**config.mk**
```make
export PLATFORM = sky130hd
export DESIGN_NAME = intel_hex_record_encoder_top
export DESIGN_NICKNAME = d
export VERILOG_FILES = /design/src/ihex_enc_pkg.sv /design/src/ihex_enc_front.sv /design/src/ihex_enc_fifo.sv /design/src/ihex_enc_back.sv /design/src/intel_hex_record_encoder_top.sv
export SDC_FILE = /design/constraint.sdc
export NUM_CORES = 1
export LEC_CHECK = 0
export BUFFER_PORTS_ARGS = -buffer_cell sky130_fd_sc_hd__buf_2
export CORE_UTILIZATION = 45
export CTS_BUF_LIST = sky130_fd_sc_hd__clkbuf_8 sky130_fd_sc_hd__clkbuf_16
export DETAILED_ROUTE_END_ITERATION = 12
export GPL_TIMING_DRIVEN = 0
export SETUP_SLACK_MARGIN = 0.02
export SLEW_MARGIN = 30
export SYNTH_ARGS = -nofsm -noshare
export SYNTH_HDL_FRONTEND = slang
export SYNTH_SLANG_ARGS = --single-unit
export TNS_END_PERCENT = 5
```
**constraint.sdc**
```tcl
create_clock -name clk -period 3.5 [get_ports clk]
set_input_delay 0.525 -clock clk [delete_from_list [all_inputs] [get_ports clk]]
set_output_delay 0.525 -clock clk [all_outputs]
set_load 0.005 [all_outputs]
```
**src/ihex_enc_pkg.sv**
```systemverilog
package ihex_enc_pkg;

  // Header bytes (length, address high, address low, type) plus checksum.
  localparam int unsigned JOB_BYTES = 5;

  localparam logic [6:0] CHAR_COLON   = 7'h3A;
  localparam logic [6:0] CHAR_NEWLINE = 7'h0A;

  localparam logic CMD_HEADER = 1'b0;
  localparam logic CMD_DATA   = 1'b1;

  localparam logic [3:0] HDR_DIGITS  = 4'd8;
  localparam logic [3:0] DATA_DIGITS = 4'd2;
  localparam logic [3:0] CS_DIGITS   = 4'd2;

  typedef struct packed {
    logic        cmd;
    logic [7:0]  rec_len;
    logic [15:0] rec_addr;
    logic [7:0]  rec_type;
    logic [7:0]  data_byte;
  } in_word_t;

  typedef struct packed {
    logic [6:0] ascii_char;
    logic       record_end;
  } out_word_t;

  // One unit of text work: an optional colon, a run of hex digits taken
  // from the byte list high nibble first, and an optional closing newline.
  typedef struct packed {
    logic                          colon;
    logic [JOB_BYTES-1:0][7:0]     bytes;
    logic [3:0]                    ndig;
    logic                          nl;
  } job_t;

  function automatic logic [6:0] hex_char(input logic [3:0] nib);
    logic [6:0] n;
    n = {3'b000, nib};
    if (nib < 4'd10) begin
      hex_char = 7'h30 + n;
    end else begin
      hex_char = 7'h37 + n;
    end
  endfunction

endpackage

```
**src/ihex_enc_front.sv**
```systemverilog
module ihex_enc_front (
  input  logic                  clk,
  input  logic                  rst_n,
  input  logic                  in_push,
  input  ihex_enc_pkg::in_word_t in_word,
  output logic                  in_full,
  input  logic                  q_full,
  output logic                  q_wr,
  output ihex_enc_pkg::job_t    q_job
);
  import ihex_enc_pkg::*;

  logic [7:0] remain_r, remain_nxt;
  logic [7:0] sum_r, sum_nxt;
  logic       open_r, open_nxt;
  logic       accept;
  logic       trailer;
  logic [7:0] cs;

  assign in_full = q_full;
  assign accept  = in_push && !q_full;

  always_comb begin
    remain_nxt = remain_r;
    sum_nxt    = sum_r;
    open_nxt   = open_r;
    trailer    = 1'b0;
    q_wr       = 1'b0;
    q_job      = '0;
    if (in_word.cmd == CMD_HEADER) begin
      sum_nxt    = in_word.rec_len + in_word.rec_addr[15:8] + in_word.rec_addr[7:0]
                 + in_word.rec_type;
      remain_nxt = in_word.rec_len;
      trailer    = (in_word.rec_len == 8'd0);
      open_nxt   = !trailer;
      q_wr       = accept;
    end else begin
      sum_nxt    = sum_r + in_word.data_byte;
      remain_nxt = remain_r - 8'd1;
      trailer    = (remain_nxt == 8'd0);
      open_nxt   = !trailer;
      q_wr       = accept && open_r;
    end
    cs = 8'd0 - sum_nxt;
    if (in_word.cmd == CMD_HEADER) begin
      q_job.colon = 1'b1;
      q_job.bytes = {cs, in_word.rec_type, in_word.rec_addr[7:0],
                     in_word.rec_addr[15:8], in_word.rec_len};
      q_job.ndig  = trailer ? HDR_DIGITS + CS_DIGITS : HDR_DIGITS;
    end else begin
      q_job.colon = 1'b0;
      q_job.bytes = {8'd0, 8'd0, 8'd0, cs, in_word.data_byte};
      q_job.ndig  = trailer ? DATA_DIGITS + CS_DIGITS : DATA_DIGITS;
    end
    q_job.nl = trailer;
  end

  always_ff @(posedge clk) begin
    if (!rst_n) begin
      remain_r <= 8'd0;
      sum_r    <= 8'd0;
      open_r   <= 1'b0;
    end else if (q_wr) begin
      remain_r <= remain_nxt;
      sum_r    <= sum_nxt;
      open_r   <= open_nxt;
    end
  end

endmodule

```
**src/ihex_enc_fifo.sv**
```systemverilog
module ihex_enc_fifo #(
  parameter int unsigned DEPTH = 2
) (
  input  logic               clk,
  input  logic               rst_n,
  input  logic               wr_en,
  input  ihex_enc_pkg::job_t wr_data,
  output logic               full,
  input  logic               rd_en,
  output ihex_enc_pkg::job_t rd_data,
  output logic               empty
);
  import ihex_enc_pkg::*;

  localparam int unsigned PW = (DEPTH > 1) ? $clog2(DEPTH) : 1;
  localparam int unsigned CW = $clog2(DEPTH + 1);
  localparam logic [PW-1:0] LAST = PW'(DEPTH - 1);
  localparam logic [CW-1:0] FULL_CNT = CW'(DEPTH);

  job_t          mem [DEPTH];
  logic [PW-1:0] wp_r, rp_r;
  logic [CW-1:0] cnt_r;
  logic          do_wr, do_rd;

  assign full    = (cnt_r == FULL_CNT);
  assign empty   = (cnt_r == '0);
  assign do_wr   = wr_en && !full;
  assign do_rd   = rd_en && !empty;
  assign rd_data = mem[rp_r];

  always_ff @(posedge clk) begin
    if (do_wr) begin
      mem[wp_r] <= wr_data;
    end
  end

  always_ff @(posedge clk) begin
    if (!rst_n) begin
      wp_r  <= '0;
      rp_r  <= '0;
      cnt_r <= '0;
    end else begin
      if (do_wr) begin
        wp_r <= (wp_r == LAST) ? '0 : wp_r + PW'(1);
      end
      if (do_rd) begin
        rp_r <= (rp_r == LAST) ? '0 : rp_r + PW'(1);
      end
      if (do_wr && !do_rd) begin
        cnt_r <= cnt_r + CW'(1);
      end else if (do_rd && !do_wr) begin
        cnt_r <= cnt_r - CW'(1);
      end
    end
  end

  a_cnt_bound: assert property (@(posedge clk) disable iff (!rst_n)
    cnt_r <= FULL_CNT)
    else $error("queue count above depth");

  a_ptr_gap: assert property (@(posedge clk) disable iff (!rst_n)
    (empty || full) |-> (wp_r == rp_r))
    else $error("queue pointers disagree with count");

endmodule

```
**src/ihex_enc_back.sv**
```systemverilog
module ihex_enc_back (
  input  logic                   clk,
  input  logic                   rst_n,
  input  logic                   job_valid,
  input  ihex_enc_pkg::job_t     job,
  output logic                   job_take,
  output logic                   out_empty,
  input  logic                   out_pop,
  output ihex_enc_pkg::out_word_t out_word
);
  import ihex_enc_pkg::*;

  job_t       cur_r;
  logic       busy_r;
  logic       colon_r;
  logic [3:0] dig_r;
  logic       oval_r;
  out_word_t  oword_r, oword_nxt;
  logic       adv, last;
  logic [7:0] sel_byte;
  logic [3:0] nib;

  assign adv      = busy_r && (!oval_r || out_pop);
  assign job_take = job_valid && (!busy_r || (adv && last));
  assign sel_byte = cur_r.bytes[dig_r[3:1]];
  assign nib      = dig_r[0] ? sel_byte[3:0] : sel_byte[7:4];

  always_comb begin
    oword_nxt = '0;
    last      = 1'b0;
    if (colon_r) begin
      oword_nxt.ascii_char = CHAR_COLON;
    end else if (dig_r < cur_r.ndig) begin
      oword_nxt.ascii_char = hex_char(nib);
      last = (dig_r + 4'd1 == cur_r.ndig) && !cur_r.nl;
    end else begin
      oword_nxt.ascii_char = CHAR_NEWLINE;
      oword_nxt.record_end = 1'b1;
      last = 1'b1;
    end
  end

  always_ff @(posedge clk) begin
    if (job_take) begin
      cur_r <= job;
    end
    if (adv) begin
      oword_r <= oword_nxt;
    end
  end

  always_ff @(posedge clk) begin
    if (!rst_n) begin
      busy_r  <= 1'b0;
      colon_r <= 1'b0;
      dig_r   <= 4'd0;
      oval_r  <= 1'b0;
    end else begin
      if (job_take) begin
        busy_r  <= 1'b1;
        colon_r <= job.colon;
        dig_r   <= 4'd0;
      end else if (adv && last) begin
        busy_r <= 1'b0;
      end else if (adv) begin
        if (colon_r) begin
          colon_r <= 1'b0;
        end else begin
          dig_r <= dig_r + 4'd1;
        end
      end
      if (adv) begin
        oval_r <= 1'b1;
      end else if (out_pop) begin
        oval_r <= 1'b0;
      end
    end
  end

  assign out_empty = !oval_r;
  assign out_word  = oword_r;

  a_end_is_nl: assert property (@(posedge clk) disable iff (!rst_n)
    (oval_r && oword_r.record_end) |-> (oword_r.ascii_char == CHAR_NEWLINE))
    else $error("record_end on a character other than newline");

  a_colon_first: assert property (@(posedge clk) disable iff (!rst_n)
    (busy_r && colon_r) |-> (dig_r == 4'd0))
    else $error("colon pending after digits started");

  a_dig_bound: assert property (@(posedge clk) disable iff (!rst_n)
    busy_r |-> (dig_r <= cur_r.ndig))
    else $error("digit index ran past the job");

endmodule

```
**src/intel_hex_record_encoder_top.sv**
```systemverilog
// Intel HEX record encoder. Words in are either a header (cmd 0: length,
// 16-bit address, type) or a data byte (cmd 1); words out are single ASCII
// characters. A header gives ':' and eight uppercase hex digits; each data
// byte of an open record gives two digits; after the last byte, or straight
// after a header of length zero, the two checksum digits follow and then a
// newline with record_end set. A data byte with no record open is taken and
// dropped, and a header during an open record abandons it without trailer.
// The output side moves one character per cycle while the consumer pops, so
// a data byte yields two characters (five when it closes the record) and a
// header nine (twelve for length zero); the character sequencer feeds a
// single output register. Input words are accepted every cycle while the
// job queue between the classifying front end and the sequencer has room.
module intel_hex_record_encoder_top #(
  parameter int unsigned QUEUE_DEPTH = 2
) (
  input  logic                    clk,
  input  logic                    rst_n,
  input  logic                    in_push,
  output logic                    in_full,
  input  ihex_enc_pkg::in_word_t  in_word,
  output logic                    out_empty,
  input  logic                    out_pop,
  output ihex_enc_pkg::out_word_t out_word
);
  import ihex_enc_pkg::*;

  // Jobs flow from the front end, which owns the record state and works
  // out the checksum, to the back end, which spells them out character by
  // character.
  job_t q_wr_job;
  job_t q_rd_job;
  logic q_wr;
  logic q_full;
  logic q_empty;
  logic q_rd;

  ihex_enc_front u_front (
    .clk     (clk),
    .rst_n   (rst_n),
    .in_push (in_push),
    .in_word (in_word),
    .in_full (in_full),
    .q_full  (q_full),
    .q_wr    (q_wr),
    .q_job   (q_wr_job)
  );

  ihex_enc_fifo #(
    .DEPTH (QUEUE_DEPTH)
  ) u_fifo (
    .clk     (clk),
    .rst_n   (rst_n),
    .wr_en   (q_wr),
    .wr_data (q_wr_job),
    .full    (q_full),
    .rd_en   (q_rd),
    .rd_data (q_rd_job),
    .empty   (q_empty)
  );

  // The sequencer pulls the next job in the same cycle it emits the last
  // character of the current one, so there is no gap between jobs.
  ihex_enc_back u_back (
    .clk       (clk),
    .rst_n     (rst_n),
    .job_valid (!q_empty),
    .job       (q_rd_job),
    .job_take  (q_rd),
    .out_empty (out_empty),
    .out_pop   (out_pop),
    .out_word  (out_word)
  );

endmodule
```
==> impl_metrics.json <==
{
  "grt_pass1_wl_mm": 27.9,
  "die_x_um": 138,
  "p_per_area_mw_per_mm2": 711,
  "synth_ff_type": "edfxtp_1",
  "dr.pass1.iters": 5,
  "cts_num_sinks": 169,
  "die_height_um": 138,
  "grt_max_degree": 45,
  "rsz0062_at_grt": "yes",
  "cts_buffers": 17,
  "grt_usage_pct": 20.4,
  "synth_area_leaders": "edfxtp_1, dfxtp_1, mux2_2, fa_1, ha_1",
  "dieArea_sq_mm": 0.0190,
  "num_rows": 49,
  "timing.hold.ws_ns": 0.426,
  "drive_gt1_share_pct": 26.7,
  "post-route-period-util_pct": 99.1,
  "vdd_drop_max_v": 0.000384,
  "ant_nets": 0,
  "status": "finished, final reports clean",
  "grt_pass1_vias": 5117,
  "gp_congestion": 0.903,
  "max-cap-violations": 0,
  "clk_latency_ns": 0.42,
  "synth_async_sr_flop_share_pct": 0,
  "synth_fp_nets": 719,
  "hold_class": "primary input to register",
  "cts_max_path_buffers": 2,
  "io_pins": 55,
  "dr_total_vias": 5187,
  "yosysWarnings": 0,
  "core_sq_mm": 0.0180,
  "antenna_found_initial": 0,
  "yosysUniqueCellTypes": 70,
  "synth_xor_area_share_pct": 3.65,
  "clk_pin_slew_ns": 0.06,
  "synth_seq_cells": 169,
  "crit_type": "primary input to register",
  "drt_first_iter_violations": 308,
  "place_ws_ns": -0.817,
  "synthToLayoutAreaGrowth_pct": 16.6,
  "synth_top_area_share_pct": 50.6,
  "cts_tree": "built",
  "yosysTopAreaCell": "edfxtp_1",
  "max_freq_mhz": 288,
  "end_kind": "register",
  "wl_per_cell_um": 19.3,
  "grt-ovfl-total": 0,
  "final_nets": 799,
  "dp_hpwl_mm": 13.8,
  "drc": 0,
  "synth_adder_area_share_pct": 6.93,
  "totalWireLength_mm": 18.5,
  "synth_edf_count": 140,
  "avgSynthCellArea_sq_um": 13.0,
  "synth_mux_area_share_pct": 9.91,
  "cts_max_level": 4,
  "fill_cells": 1568,
  "n_antenna_cell": 0,
  "synth_compound_area_share_pct": 8.33,
  "synth_top_family_by_area": "simple AND/OR/NAND/NOR gates",
  "p_leak_nw": 3.67,
  "final_cell_mix": "edfxtp_1, buf_2, nor2_1",
  "syn_inst": 637,
  "synth_area_sq_mm": 0.00831,
  "cts_hold_buf": 0,
  "fin_ws_ns": 0.0323,
  "maxSlewViolCount": 0,
  "synth-simple-area-share_pct": 10.1,
  "worst-slew-pin-transition_ns": 0.690,
  "worstPathArrival_ns": 3.60,
  "fin_worst_skew_ns": 0.00960,
  "cts_root_buf": "clkbuf_16",
  "start_util_pct": 46.1,
  "setup_violations": 0,
  "finalCriticalPeriod_ns": 3.47,
  "port_buffers": 52,
  "final_common_cell": "edfxtp_1",
  "worstPathRequired_ns": 3.64,
  "slew_headroom_pct": 54.0,
  "ys_seq_area_share_pct": 57.6,
  "cp_max_fo": 3,
  "hold_viol": 0,
  "avgViaCountPerCell": 5.41,
  "crit_path_start_kind": "primary input"
}
[final timing paths]
path	start	endpoint	slack (ns)	cells after the start
setup / recovery	in_word[25]	u_fifo.mem[1][20]$_DFFE_PP_	0.03	15
hold / removal	out_pop	u_back.oval_r$_SDFFE_PN0P_	0.43	3
setup reg to reg	u_front.sum_r[0]$_SDFFE_PN0P_	u_fifo.mem[1][20]$_DFFE_PP_	0.65	10
hold reg to reg	u_front.open_r$_SDFFE_PN0P_	u_front.open_r$_SDFFE_PN0P_	0.47	2
[metal layers]
layer,GRT usage [%],wire (um),up-vias
met3,4.31,700,19
met4,6.94,363,0
met5,0,0,-
met2,33.7,9230,114
met1,26.7,8200,2580
li1,-,-,2474
[Yosys cell counts (all sizes together), types with 2 or more instances]
cell	instances
inv	44
nor3	11
nand4	5
or2	4
ha	22
fa	15
and2	6
clkbuf	16
dfxtp	29
o31ai	2
nand3b	2
mux2i	11
nand2	41
nand2b	10
nor3b	2
nor4	3
o21a	4
a211oi	3
nand3	9
mux2	46
a211o	2
and3	2
mux4	8
xor2	7
a21o	6
nor2b	14
xnor2	24
o22a	3
edfxtp	140
o22ai	4
a21boi	8
o211a	6
a21oi	21
buf	9
nor2	49
clkinv	2
or4	3
o21ai	27
[sequential cells by signal, summed over array words and instances, names as in the netlist, named ones only]
register and flops:
u_front.sum_r 8, u_fifo.wp_r 1, u_back.busy_r 1, u_back.oval_r 1
u_back.cur_r 44, u_back.colon_r 1, u_back.dig_r 4, u_front.open_r 1
u_fifo.rp_r 1, u_fifo.cnt_r 2, u_fifo.mem 88, u_back.out_word 8
u_front.remain_r 8
[cell families after synthesis]
family,after synthesis
flip-flops,169
AND/OR/NAND/NOR,165
AO/OA/AOI/OAI,98
buffers and inverters,71
multiplexers,65
adder cells (fa/ha/maj),37
XOR/XNOR,32
[repair_timing]
item / 4_1_cts / 5_1_grt
endpoints found under the setup margin: 8 / 17
pin swaps: 5 / 17
setup buffers: 4 / 2
resized for setup: 9 / 19
[layout make-up]
| class | count | area [sq um] | share of cell area (%) |
|---|---|---|---|
| Timing Repair Buffer | 61 | 394 | 4.07 |
| Clock inverter | 15 | 124 | 1.28 |
| Buffer | 25 | 114 | 1.18 |
| Inverter | 46 | 175 | 1.81 |
| Sequential cell | 169 | 4780 | 49.4 |
| Clock buffer | 17 | 425 | 4.39 |
| Multi-Input combinational cell | 397 | 3380 | 34.9 |
| Tap cell | 229 | 287 | 2.96 |
[through the flow]
step	cells	utilization (%)	instance area (sq um)	power (mW)	TNS, ns
2_1_floorplan	637	-	8330	4.41	-0.0465
4_1_cts	957	53.2	9580	6.87	-0.00672
3_5_place_dp	921	49.7	8970	5.05	-8.90
3_3_place_gp	918	49.2	8870	4.94	-83.64
5_1_grt	959	53.7	9690	7.26	-0.209
6_report	959	53.7	9690	6.89	0
[critical path: stages]
cell,delay [ns]
buf_6,0.08
inv_4,0.03
fa_1,0.54
fa_1,0.41
inv_1,0.07
ha_2,0.18
inv_2,0.04
fa_2,0.36
nand2b_4,0.17
a21oi_4,0.15
o22ai_2,0.10
xnor2_2,0.35
mux2i_4,0.17
nor3_4,0.29
o31ai_4,0.12
[power by group]
part	internal, mW	total [mW]	switching [mW]
clock network	0.978	1.74	0.759
registers	2.78	2.94	0.165
logic	0.973	2.21	1.23
Note: power is estimated with default switching activity, not from simulation.
